===== src/sv/lvm_pkg.sv =====
// Package for the look-at view matrix block: widths, request and response types,
// the queue entry type and shared constants. No dependencies.
package lvm_pkg;

   localparam int FRAC_BITS = 16;
   localparam int WORD_BITS = 32;
   localparam int NORM_BITS = 30;

   localparam int DIR_W  = WORD_BITS + 1;
   localparam int AX_W   = FRAC_BITS + 4;
   localparam int VEC_W  = NORM_BITS + AX_W + 2;
   localparam int MA_W   = ((WORD_BITS > NORM_BITS + 2) ? WORD_BITS : NORM_BITS + 2) + 1;
   localparam int MB_W   = NORM_BITS + 2;
   localparam int PROD_W = MA_W + MB_W;
   localparam int ACC_W  = PROD_W + 2;
   localparam int SQ_W   = 2 * NORM_BITS + 2;
   localparam int RT_W   = SQ_W / 2;
   localparam int ISQ_STEPS = SQ_W / 2;
   localparam int ISQ_CNT_W = $clog2(ISQ_STEPS);
   localparam int NUM_W  = NORM_BITS + FRAC_BITS + 2;
   localparam int Q_W    = FRAC_BITS + 1;
   localparam int Q_CNT_W = $clog2(Q_W);

   localparam logic [SQ_W-1:0] SQ_ONE = 1;
   localparam logic [SQ_W-1:0] SQ_TOP_BIT = SQ_ONE << (SQ_W - 2);

   typedef struct packed {
      logic signed [WORD_BITS-1:0] eye_x;
      logic signed [WORD_BITS-1:0] eye_y;
      logic signed [WORD_BITS-1:0] eye_z;
      logic signed [WORD_BITS-1:0] target_x;
      logic signed [WORD_BITS-1:0] target_y;
      logic signed [WORD_BITS-1:0] target_z;
      logic signed [WORD_BITS-1:0] up_x;
      logic signed [WORD_BITS-1:0] up_y;
      logic signed [WORD_BITS-1:0] up_z;
   } req_type;

   typedef struct packed {
      logic [1:0]                  row_index;
      logic signed [WORD_BITS-1:0] elem_a;
      logic signed [WORD_BITS-1:0] elem_b;
      logic signed [WORD_BITS-1:0] elem_c;
      logic                        degenerate;
      logic                        last_row;
   } rsp_type;

   typedef struct packed {
      logic [2:0][WORD_BITS-1:0] eye;
      logic [2:0][DIR_W-1:0]     dir;
      logic [2:0][WORD_BITS-1:0] up;
   } job_type;

endpackage


===== src/sv/lvm_front.sv =====
// Front end: takes a request, forms target minus eye and holds the job
// until the queue takes it. Depends on lvm_pkg.
module lvm_front (
   input  logic             clock,
   input  logic             reset,
   input  logic             req_valid,
   output logic             req_stall,
   input  lvm_pkg::req_type req_data,
   output logic             push_valid,
   output lvm_pkg::job_type push_job,
   input  logic             push_ready
);
   import lvm_pkg::*;

   logic    hold_ff, hold_in;
   job_type job_ff, job_in;
   logic    load;

   assign load      = !hold_ff || push_ready;
   assign req_stall = !load;
   assign push_valid = hold_ff;
   assign push_job   = job_ff;

   always_comb begin
      hold_in = hold_ff && !push_ready;
      job_in  = job_ff;
      if (load && req_valid) begin
         hold_in = 1'b1;
         job_in.eye[0] = req_data.eye_x;
         job_in.eye[1] = req_data.eye_y;
         job_in.eye[2] = req_data.eye_z;
         job_in.up[0]  = req_data.up_x;
         job_in.up[1]  = req_data.up_y;
         job_in.up[2]  = req_data.up_z;
         job_in.dir[0] = DIR_W'(req_data.target_x) - DIR_W'(req_data.eye_x);
         job_in.dir[1] = DIR_W'(req_data.target_y) - DIR_W'(req_data.eye_y);
         job_in.dir[2] = DIR_W'(req_data.target_z) - DIR_W'(req_data.eye_z);
      end
   end

   always_ff @(posedge clock) begin
      if (reset) begin
         hold_ff <= 1'b0;
      end else begin
         hold_ff <= hold_in;
      end
      job_ff <= job_in;
   end

endmodule


===== config.mk =====
export PLATFORM = sky130hd
export DESIGN_NAME = lvm_front
export DESIGN_NICKNAME = d
export VERILOG_FILES = /design/src/sv/lvm_pkg.sv /design/src/sv/lvm_front.sv
export SDC_FILE = /design/constraint.sdc
export NUM_CORES = 1
export LEC_CHECK = 0
export CAP_MARGIN = 40
export CORE_AREA = 2 2 230 232
export DETAILED_ROUTE_END_ITERATION = 10
export DIE_AREA = 0 0 232 234
export DONT_BUFFER_PORTS = 1
export GPL_ROUTABILITY_DRIVEN = 0
export GPL_TIMING_DRIVEN = 0
export PLACE_DENSITY = 0.46
export SLEW_MARGIN = 10
export SYNTH_ARGS = -nofsm -noshare
export SYNTH_HDL_FRONTEND = slang
export SYNTH_SLANG_ARGS = --single-unit

===== constraint.sdc =====
create_clock -name clock -period 18.8 [get_ports clock]
set_clock_uncertainty 0.2 [all_clocks]
set_input_delay 3.76 -clock clock [delete_from_list [all_inputs] [get_ports clock]]
set_output_delay 3.76 -clock clock [all_outputs]
set_load 0.01 [all_outputs]

==> Word-level counts from Yosys, hierarchy flattened <==
Cells that the tools add are included.
{ "word_totals": {"wordCells": 20, "regBits": 292, "output_inout_bits": 293, "input_bits": 292} }
{ "classes": {"n_reduce_logical": 6, "n_addsub": 3, "n_mux": 1} }
{ "ops": {"columns": ["cell", "count"], "rows": [
  ["32-bit by 32-bit subtractor with 33-bit output", 3],
  ["1-bit logical NOT", 3],
  ["1-bit logical AND", 2],
  ["1-bit logical OR", 1],
  ["1-bit 2-to-1 mux", 1]
]} }

==> Logic depth before layout (Yosys ltp) <==
{ "logic_depth": {"word_depth": 4, "depth_mapped": 12, "ltp_nobuf": 12} }

==> Worst setup path after synthesis <==
OpenSTA, ideal clock, no wires.
{ "synth_path": {"kind": "input port to flip-flop", "start": "in push_ready", "end": "reg job_ff (netlist bit push_job[0]), enable pin", "required_ns": 17.618, "slack_ns": 0.984, "setup_time_ns": 0.982, "stages": 2, "t_arrival_ns": 16.634, "path_buffers": 0, "cell_sequence": "nor2b_1 -> nor2b_1"} }
{ "synth_between": {"elab_chain_len": 2} }
{ "synth_lines": {"columns": ["item", "line_no", "rtl"], "rows": [
  ["from (decl)", "lvm_front.sv:11", "input logic push_ready"],
  ["1-bit logical OR", "lvm_front.sv:19", "assign load = !hold_ff || push_ready;"],
  ["1-bit logical AND", "lvm_front.sv:27", "if (load && req_valid) begin"],
  ["to (signal assigned)", "lvm_front.sv:47", "job_ff <= job_in;"],
  ["to (decl)", "lvm_front.sv:16", "job_type job_ff, job_in;"]
]} }
Every way passes these cells.
A chain may end at the register's enable or synchronous reset.

==> Final worst setup path <==
{ "layout_path": {"start": "in push_ready", "end": "out req_stall"} }
{ "layout_between": {"elab_chain_len": 2} }
{ "layout_lines": {"columns": ["item", "line_no", "rtl"], "rows": [
  ["1-bit logical OR", "lvm_front.sv:19", null],
  ["1-bit logical NOT", "lvm_front.sv:20", "assign req_stall = !load;"],
  ["to (decl)", "lvm_front.sv:7", "output logic req_stall,"]
]} }
Every way passes these cells.

==> results.toml <==
[run_status]
status = "finished, final reports clean"

[place]
place_hpwl_um = 32010
dpl_cell_area_um2 = 15130
numPortBuffers = 0
place_ws_ns = 10.71

[detailed_routing]
routed_wl_um = 39950
drc = 0
ant_nets = 0
drtIter0Drc = 402
dr_total_vias = 8627
drtPass1Iterations = 5
via_per_inst = 4.686
drt-wirelength-per-cell_um = 21.70

[logic_synthesis]
syn-instance-count = 1078
synthFlopType = "edfxtp_1"
syn_avg_cell_area_um2 = 13.03
synth_edf_count = 291
synth.distinct_cells = 74
syn-num-nets = 1469
synthArstFlopShare_pct = 0
syn_area_um2 = 14050
synth-seq-cells = 292
seq_area_frac_synth_pct = 62.33
yosys_warnings = 0

[pwr]
power.total_mw = 1.765
p_leak_nw = 6.396
ir_worst_vdd_mv = 0.06428
p_per_area_nw_per_um2 = 108.1

[critical_path]
crit_arrival_ns = 4.14
crit_type = "in2out"
critPathTopFamily = "simple AND/OR/NAND/NOR gates"
crit_chain = "nor2b_1"
start_kind = "input port"
cp.required_ns = 14.84
crit_fanout = 3
slowest_delay_ns = 0.38
critPathBufInv = 0
end_kind = "primary output"
slowest_stage = "nor2b_1"

[cts]
cts_hold_buf = 0
cts_tree = "yes"
ctsResizeCount = 0
clock_path_buffers = 3
cts_max_level = 2
root_buffer = "clkbuf_16"
clk_pin_slew_worst_paths_ns = 0.06
cts_buffers = 35
clock_sinks = 292
post_cts_buffers = 0
worstSkewPairLatency_ns = 0.53

[grt]
gr-total-overflow = 0
met2_usage_pct = 24.40
grt_pass1_vias = 8777
grt_max_degree = 34
grt_pass1_wl_um = 56100
grtUsageTotal_pct = 13.95
met1_usage_pct = 14.80
busiest_layer = "met2"
met3_usage_pct = 7.016
antenna_found_initial = 5

[timing]
hold_viol_final = 0
post-route-min-period_ns = 8.097
rsz0062_at_grt = "false"
timing.slew.headroom_pct = 56.60
period_share_pct = 43.07
setup_violations = 0
maxSlewViolCount = 0
tns_ns = 0
fmax_mhz = 123.5
tightest_slew_ns = 0.6346
worst_slack_ns = 10.70

[finish]
multiInputGateArea_um2 = 4783
fillCellCount = 5186
fin_util_pct = 31.39
seq_area_um2 = 8758
final_net_count = 1516
final_cell_mix = "edfxtp_1, inv_1, ha_1, a21oi_1, nor2_1"
final_cell_area_um2 = 16330
final_common_cell = "edfxtp_1"
area_growth_pct = 16.22
final_layout_size_suffix_gt1_share_pct = 7.993

[floorplan]
pin_count = 585
die-area_um2 = 54290
std_cell_rows = 84
fp.coreArea_um2 = 52020
start_util_pct = 27.01
die_w_um = 232
chipHeight_um = 234

[run]
drv_cap = 0

[worst_hold_path]
hp-class = "reg2reg"
==> Yosys cell counts (all sizes together) (27+ instances only) <==
| master | number | share of area, % |
|---|---|---|
| edfxtp | 291 | 62 |
| inv | 124 | 3.3 |
| ha | 96 | 8.5 |
| a21oi | 76 | 2.8 |
| nor2 | 60 | 1.6 |
| xnor2 | 48 | 3.0 |
| a21o | 44 | 2.4 |
| o21ai | 42 | 1.5 |
| nand2 | 38 | 1.0 |
| nand3 | 31 | 1.1 |
| xor2 | 27 | 1.7 |
==> path summary, 6_finish.rpt <==
path | start | to | slack, ns | cells after the start
setup reg to reg | push_valid | push_job[119] | 16.27 | 6
setup / recovery | push_ready | req_stall | 10.70 | 1
hold / removal | push_valid | push_valid | 0.56 | 3
hold reg to reg | push_valid | push_valid | 0.56 | 3
==> per-stage QoR <==
| stage | cells | hold slack (ns) |
|---|---|---|
| final | 1841 | 0.5595 |
| after global routing | 1840 | 0.5779 |
| after CTS | 1839 | 0.5591 |
| after detailed placement | 1776 | 0.5515 |
| after global placement | 1766 | 0.5061 |
| after floorplan | 1078 | 0.4671 |
==> power breakdown <==
group	internal, mW	switching, mW
clock	0.429	0.276
sequential	0.793	0.0569
combinational	0.0868	0.125
total	1.31	0.457
==> final cells by class <==
class                           instances  area share (%)
Clock inverter                         20           1.494
Multi-Input combinational cell        649           29.29
Inverter                              124           2.850
Clock buffer                           43           5.800
Tap cell                              688           5.271
Sequential cell                       292           53.63
Buffer                                 13          0.3141
Antenna cell                            2         0.03065
Timing Repair Buffer                   10           1.318
==> logic make-up after synthesis <==
kind of cell             Yosys count  synth area share (%)
AO/OA/AOI/OAI                    250                 12.08
XOR/XNOR                          75                 4.675
adder cells (fa/ha/maj)           99                 8.976
buffers and inverters            137                 3.678
flip-flops                       292                 62.33
multiplexers                       3                0.2226
AND/OR/NAND/NOR                  222                 8.032
==> flip-flops by register name, indices dropped and copies added, names as in the netlist <==
name	flops
push_valid	1
push_job	291
==> layer usage <==
layer	up-vias	wire, um
li1	4088	-
met1	4108	14920
met2	375	19800
met3	50	4471
met4	6	714
met5	-	44
(Power assumes the default switching activity.)
