===== src/sv/lvm_pkg.sv =====
// Package for the look-at view matrix block: widths, request and response types,
// the queue entry type and shared constants. No dependencies.
package lvm_pkg;

   localparam int FRAC_BITS = 16;
   localparam int WORD_BITS = 32;
   localparam int NORM_BITS = 30;

   localparam int DIR_W  = WORD_BITS + 1;
   localparam int AX_W   = FRAC_BITS + 4;
   localparam int VEC_W  = NORM_BITS + AX_W + 2;
   localparam int MA_W   = ((WORD_BITS > NORM_BITS + 2) ? WORD_BITS : NORM_BITS + 2) + 1;
   localparam int MB_W   = NORM_BITS + 2;
   localparam int PROD_W = MA_W + MB_W;
   localparam int ACC_W  = PROD_W + 2;
   localparam int SQ_W   = 2 * NORM_BITS + 2;
   localparam int RT_W   = SQ_W / 2;
   localparam int ISQ_STEPS = SQ_W / 2;
   localparam int ISQ_CNT_W = $clog2(ISQ_STEPS);
   localparam int NUM_W  = NORM_BITS + FRAC_BITS + 2;
   localparam int Q_W    = FRAC_BITS + 1;
   localparam int Q_CNT_W = $clog2(Q_W);

   localparam logic [SQ_W-1:0] SQ_ONE = 1;
   localparam logic [SQ_W-1:0] SQ_TOP_BIT = SQ_ONE << (SQ_W - 2);

   typedef struct packed {
      logic signed [WORD_BITS-1:0] eye_x;
      logic signed [WORD_BITS-1:0] eye_y;
      logic signed [WORD_BITS-1:0] eye_z;
      logic signed [WORD_BITS-1:0] target_x;
      logic signed [WORD_BITS-1:0] target_y;
      logic signed [WORD_BITS-1:0] target_z;
      logic signed [WORD_BITS-1:0] up_x;
      logic signed [WORD_BITS-1:0] up_y;
      logic signed [WORD_BITS-1:0] up_z;
   } req_type;

   typedef struct packed {
      logic [1:0]                  row_index;
      logic signed [WORD_BITS-1:0] elem_a;
      logic signed [WORD_BITS-1:0] elem_b;
      logic signed [WORD_BITS-1:0] elem_c;
      logic                        degenerate;
      logic                        last_row;
   } rsp_type;

   typedef struct packed {
      logic [2:0][WORD_BITS-1:0] eye;
      logic [2:0][DIR_W-1:0]     dir;
      logic [2:0][WORD_BITS-1:0] up;
   } job_type;

endpackage


===== src/sv/lvm_queue.sv =====
// Two-entry job queue between front and back end.
// Depends on lvm_pkg.
module lvm_queue (
   input  logic             clock,
   input  logic             reset,
   input  logic             push_valid,
   input  lvm_pkg::job_type push_job,
   output logic             push_ready,
   output logic             pop_valid,
   output lvm_pkg::job_type pop_job,
   input  logic             pop
);
   import lvm_pkg::*;

   job_type [1:0] mem_ff;
   logic          wr_ff, rd_ff;
   logic [1:0]    count_ff, count_in;
   logic          do_push, do_pop;

   assign push_ready = (count_ff != 2'd2);
   assign pop_valid  = (count_ff != 2'd0);
   assign pop_job    = mem_ff[rd_ff];
   assign do_push    = push_valid && push_ready;
   assign do_pop     = pop && pop_valid;

   always_comb begin
      count_in = count_ff;
      if (do_push && !do_pop) begin
         count_in = count_ff + 2'd1;
      end else if (do_pop && !do_push) begin
         count_in = count_ff - 2'd1;
      end
   end

   always_ff @(posedge clock) begin
      if (reset) begin
         wr_ff    <= 1'b0;
         rd_ff    <= 1'b0;
         count_ff <= 2'd0;
      end else begin
         count_ff <= count_in;
         if (do_push) wr_ff <= !wr_ff;
         if (do_pop)  rd_ff <= !rd_ff;
      end
      if (do_push) mem_ff[wr_ff] <= push_job;
   end

endmodule


===== config.mk =====
export PLATFORM = sky130hd
export DESIGN_NAME = lvm_queue
export DESIGN_NICKNAME = d
export VERILOG_FILES = /design/src/sv/lvm_pkg.sv /design/src/sv/lvm_queue.sv
export SDC_FILE = /design/constraint.sdc
export NUM_CORES = 1
export LEC_CHECK = 0
export CAP_MARGIN = 20
export CORE_AREA = 4 4 230 232
export CTS_CLUSTER_SIZE = 16
export DETAILED_ROUTE_END_ITERATION = 7
export DIE_AREA = 0 0 234 236
export DONT_BUFFER_PORTS = 1
export PLACE_DENSITY = 0.67
export SETUP_SLACK_MARGIN = 0.1
export SYNTH_ARGS = -nofsm -noshare
export SYNTH_HDL_FRONTEND = slang
export SYNTH_SLANG_ARGS = --single-unit

===== constraint.sdc =====
create_clock -name clock -period 10.5 [get_ports clock]
set_clock_uncertainty 0.15 [all_clocks]
set_input_delay 3.15 -clock clock [delete_from_list [all_inputs] [get_ports clock]]
set_output_delay 3.15 -clock clock [all_outputs]
set_load 0.05 [all_outputs]

* Word level (Yosys, flattened, before mapping) *
Index checks and enable logic that the tools add are counted.

storage, ports and cells
  input bits = 295
  logic and storage cells = 45
  register bits = 586
  output and inout port bits = 293

operators by class
  equality and inequality tests = 1
  $add $sub $neg = 2
  mux-type cells = 7
  reductions and logical operators = 11
  magnitude comparators = 3

operators by type and width
  kind                                                                  number
  291-bit two-way mux                                                   3
  582-bit bitwise mux                                                   1
  291-bit demux with 1-bit select                                       1
  1-bit logical AND                                                     5
  1-bit logical NOT                                                     4
  1-bit by 2-bit < comparator with 1-bit output, second input constant  2
  2-bit two-way mux                                                     2
  2-bit nonzero test                                                    2
  2-bit by 1-bit adder with 2-bit output, second input constant         1
  2-bit inequality test, second input constant                          1
  2-bit by 1-bit subtractor with 2-bit output, second input constant    1
  1-bit greater-or-equal comparator, second input constant              1

* Longest topological paths before layout *
  word-level depth = 6
  depth in mapped cells = 6

* Worst setup path before layout *
OpenSTA, ideal clock, no wires.

  path type = input to register
  start = input port push_valid
  end = register mem_ff[291] in the netlist's numbering, enable pin
  setup time = 0.691 ns
  required time = 9.659 ns
  buffers on the path = 0
  stages on the path = 1
  arrival = 9.820 ns
  path slack = -0.161 ns
  cell sequence = and3_1

on the way
  cells in the longest elaborated chain, start to end = 1

ends and longest elaborated chain
  element                        RTL line         text
  start, declared                lvm_queue.sv:6   input logic push_valid,
  1-bit logical AND              lvm_queue.sv:23  assign do_push = push_valid && push_ready;
  end signal, assigned by index  lvm_queue.sv:45  if (do_push) mem_ff[wr_ff] <= push_job;
  end, declared                  lvm_queue.sv:15  job_type [1:0] mem_ff;

No other way between the ends.
A chain may end at the register's enable or synchronous reset.

==> flow_metrics.env <==
export IMPL_drv_max_cap_violation_count=0
export IMPL_design_portCount=588
export IMPL_grt_first_pass_wirelength_um=61200
export IMPL_grt_total_usage_pct=14.9
export IMPL_worst_setup_path_type="flop to primary output"
export IMPL_path_cells="buf_12 -> mux2_2"
export IMPL_synth_main_ff_cell="edfxtp_1"
export IMPL_share_of_post_route_cells_with_drive_strength_above_1_pct=37.0
export IMPL_antenna_diode_count=0
export IMPL_die_h_um=236
export IMPL_nets=1256
export IMPL_slew_viol_final=0
export IMPL_initial_antenna_violation_count=3
export IMPL_detailroute_via_count=8729
export IMPL_critPathMaxFanout=165
export IMPL_setup_viol=0
export IMPL_hold_viol_final=0
export IMPL_die_width_um=234
export IMPL_port_buffer_count=0
export IMPL_worstSetupEndpointType="primary output"
export IMPL_finalPower_mw=7.17
export IMPL_flop_and_latch_count_out_of_synthesis=586
export IMPL_floorplan_initialDensity_pct=41.8
export IMPL_power_density_mw_per_mm2=302
export IMPL_slew_headroom_pct=6.37
export IMPL_min_period_over_period_pct=59.0
export IMPL_critPathSlowestCell="dfxtp_4"
export IMPL_yosys_area_top_type_share_pct=82.0
export IMPL_worstSkewPairLatency_ns=0.57
export IMPL_netlist_area_mm2=0.0213
export IMPL_setup_tns_ns=0
export IMPL_achievable_frequency_mhz=162
export IMPL_shortest_period_the_worst_path_allows_ns=6.19
export IMPL_pwr_share_seq_pct=42.1
export IMPL_postLayoutCellArea_mm2=0.0237
export IMPL_netlist_top_cells_area="edfxtp_1 82%, mux2_2 15%, buf_6 1.6%, dfxtp_1 0.38%, xor2_1 0.12%"
export IMPL_power_frac_comb_pct=30.7
export IMPL_unrepaired_setup_endpoints_after_global_routing="false"
export IMPL_layout_area_overhead_vs_synth_pct=11.2
export IMPL_crit_path_largest_cell_delay_ns=0.69
export IMPL_first_global_vias=8953
export IMPL_grt_start_max_net_pins=166
export IMPL_clk_pin_slew_worst_paths_ns=0.06
export IMPL_critPathTopFamily="flip-flops"
export IMPL_count_of_flip_flops_with_a_built_in_enable_after_synthesis=582
export IMPL_peakVddDrop_mv=0.183
export IMPL_hold_path_class="flop to flop"
export IMPL_final_gp_congestion=0.896
export IMPL_tritoncts_clock_tree="yes"
export IMPL_cts_sink_count=586
export IMPL_netlist_top_cell_by_area="edfxtp_1"
export IMPL_hpwl_um=30000
export IMPL_coreArea_mm2=0.0510
export IMPL_switching_part_of_the_total_pct=37.0
export IMPL_synth_most_common_cell="edfxtp_1"
export IMPL_synth_async_reset_ratio_pct=0
export IMPL_critPathRequiredTime_ns=7.20
export IMPL_postCtsResizedCells=0
export IMPL_power_frac_clock_pct=27.2
export IMPL_dieArea_mm2=0.0552
export IMPL_number_of_levels_in_the_clock_h_tree=2
export IMPL_drt_pass1_iter_count=4
export IMPL_route_detailed_wl_per_inst_um=25.9
export IMPL_drc=0
export IMPL_critical_path_n_buffers_inverters=1
export IMPL_cellLeakagePower_nw=7.49
export IMPL_crit_path_start_kind="flop"
export IMPL_root_buffer="clkbuf_16"
export IMPL_dr_first_iter_drc_count=600
export IMPL_intPower_mw=4.52
export IMPL_synthTopCellsByCount="582 x edfxtp_1, 291 x mux2_2, 31 x buf_6"
export IMPL_syn_mean_instance_area_um2=23.0
export IMPL_post_synth_num_cell_types=18
export IMPL_synthCells=927
export IMPL_clock_path_buffers=3
export IMPL_core_rowCount=83
export IMPL_syn_nets=1223
export IMPL_ant_nets=0
export IMPL_route_final_wire_length_um=43600
export IMPL_globalRoute_totalOverflow=0
export IMPL_cts_setup_buffers=0
export IMPL_outcome="finished, final reports clean"
export IMPL_cts_hold_buf=0
export IMPL_placedInstanceArea_mm2=0.0219
export IMPL_power_switching_mw=2.65
export IMPL_worst_margin_pin_slew_ns=1.40
export IMPL_arrival_time_reported_for_the_critical_path_endpoint_ns=2.89
export IMPL_yosys_warnings=0
export IMPL_synth_seq_area_share_pct=82.4
export IMPL_num_cts_buffers=57
export IMPL_route_detailed_vias_per_inst=5.19
==> per-stage QoR <==
| stage | std cells | setup slack (ns) | utilization, % | hold slack (ns) |
|---|---|---|---|---|
| 2_1_floorplan | 927 | 0.864 | - | 0.321 |
| 3_3_place_gp | 1581 | 5.00 | 43.0 | 0.335 |
| 3_5_place_dp | 1581 | 4.97 | 43.0 | 0.355 |
| 4_1_cts | 1683 | 4.32 | 46.5 | 0.371 |
| 5_1_grt | 1683 | 4.22 | 46.5 | 0.423 |
| 6_report | 1683 | 4.31 | 46.5 | 0.373 |
==> layout by cell type, fill, tap and decap left out <==
cell type / netlist / routed
mux2_2: 291 / 291
nor2_1: 2 / 2
buf_4: 0 / 3
clkinvlp_4: 0 / 2
or3_1: 1 / 1
clkinv_1: 0 / 20
nand2b_1: 1 / 1
dfxtp_4: 0 / 1
or2_2: 1 / 1
and2_1: 1 / 1
buf_12: 0 / 3
and3_4: 0 / 1
nand3b_1: 1 / 1
xor2_1: 3 / 3
a21bo_2: 1 / 1
clkinv_2: 0 / 2
dfxtp_1: 4 / 3
clkinv_4: 0 / 1
a21oi_1: 2 / 2
inv_8: 0 / 1
clkbuf_1: 0 / 13
o21ai_0: 2 / 2
bufinv_16: 0 / 7
ha_1: 1 / 1
clkbuf_16: 0 / 57
edfxtp_1: 582 / 582
==> routing by layer <==
metal	wire (um)	global-route usage, %	up-vias
met1	14300	15.2	4408
met4	1050	4.30	6
li1	-	-	3775
met5	42	0	-
met2	22500	26.2	458
met3	5710	8.18	82
==> logic make-up after synthesis <==
| family | count (synthesis) | synth area share, % |
|---|---|---|
| simple gates | 8 | 0.217 |
| xor+xnor | 3 | 0.123 |
| compound gates | 5 | 0.141 |
| flops | 586 | 82.4 |
| fa+ha+maj | 1 | 0.0587 |
| mux | 291 | 15.4 |
| buf+inv | 33 | 1.68 |
==> cell type report <==
class,instances,area (um2)
multi-input combinational,308,3400
fill,4137,27300
inverter,1,11.3
clock buffer,70,1480
tap,680,851
clock inverter,32,319
timing repair buffer,6,82.6
sequential,586,17600
==> worst reg2reg max path, delay by kind of cell, from the launching register on <==
kind | cells | cell delay (ns)
and+or+nand+nor | 2 | 1.58
DFF | 1 | 0.41
buffers and inverters | 1 | 0.56
==> path summary, 6_finish.rpt <==
check | start | to | slack [ns] | cells after the start
min | count_ff[1]$_SDFFE_PP0P_ | count_ff[1]$_SDFFE_PP0P_ | 0.37 | 2
max reg2reg | count_ff[0]$_SDFFE_PP0P_ | mem_ff[443]$_DFFE_PP_ | 6.99 | 3
max | rd_ff$_SDFFE_PP0P_ | pop_job[118] | 4.31 | 2
min reg2reg | count_ff[1]$_SDFFE_PP0P_ | count_ff[1]$_SDFFE_PP0P_ | 0.37 | 2
==> sequential cells by signal, summed over array words and instances, names as in the netlist <==
name	flops
mem_ff	582
wr_ff	1
rd_ff	1
count_ff	2
==> power by group through the flow <==
stage	clock network, mW	registers, mW	logic, mW
after floorplan	0	3.09	2.07
after global placement	0	3.06	2.21
after detailed placement	0	3.06	2.22
after CTS	2.00	3.02	2.23
after global routing	2.11	3.04	2.27
final	1.95	3.01	2.20
(Power assumes the default switching activity.)
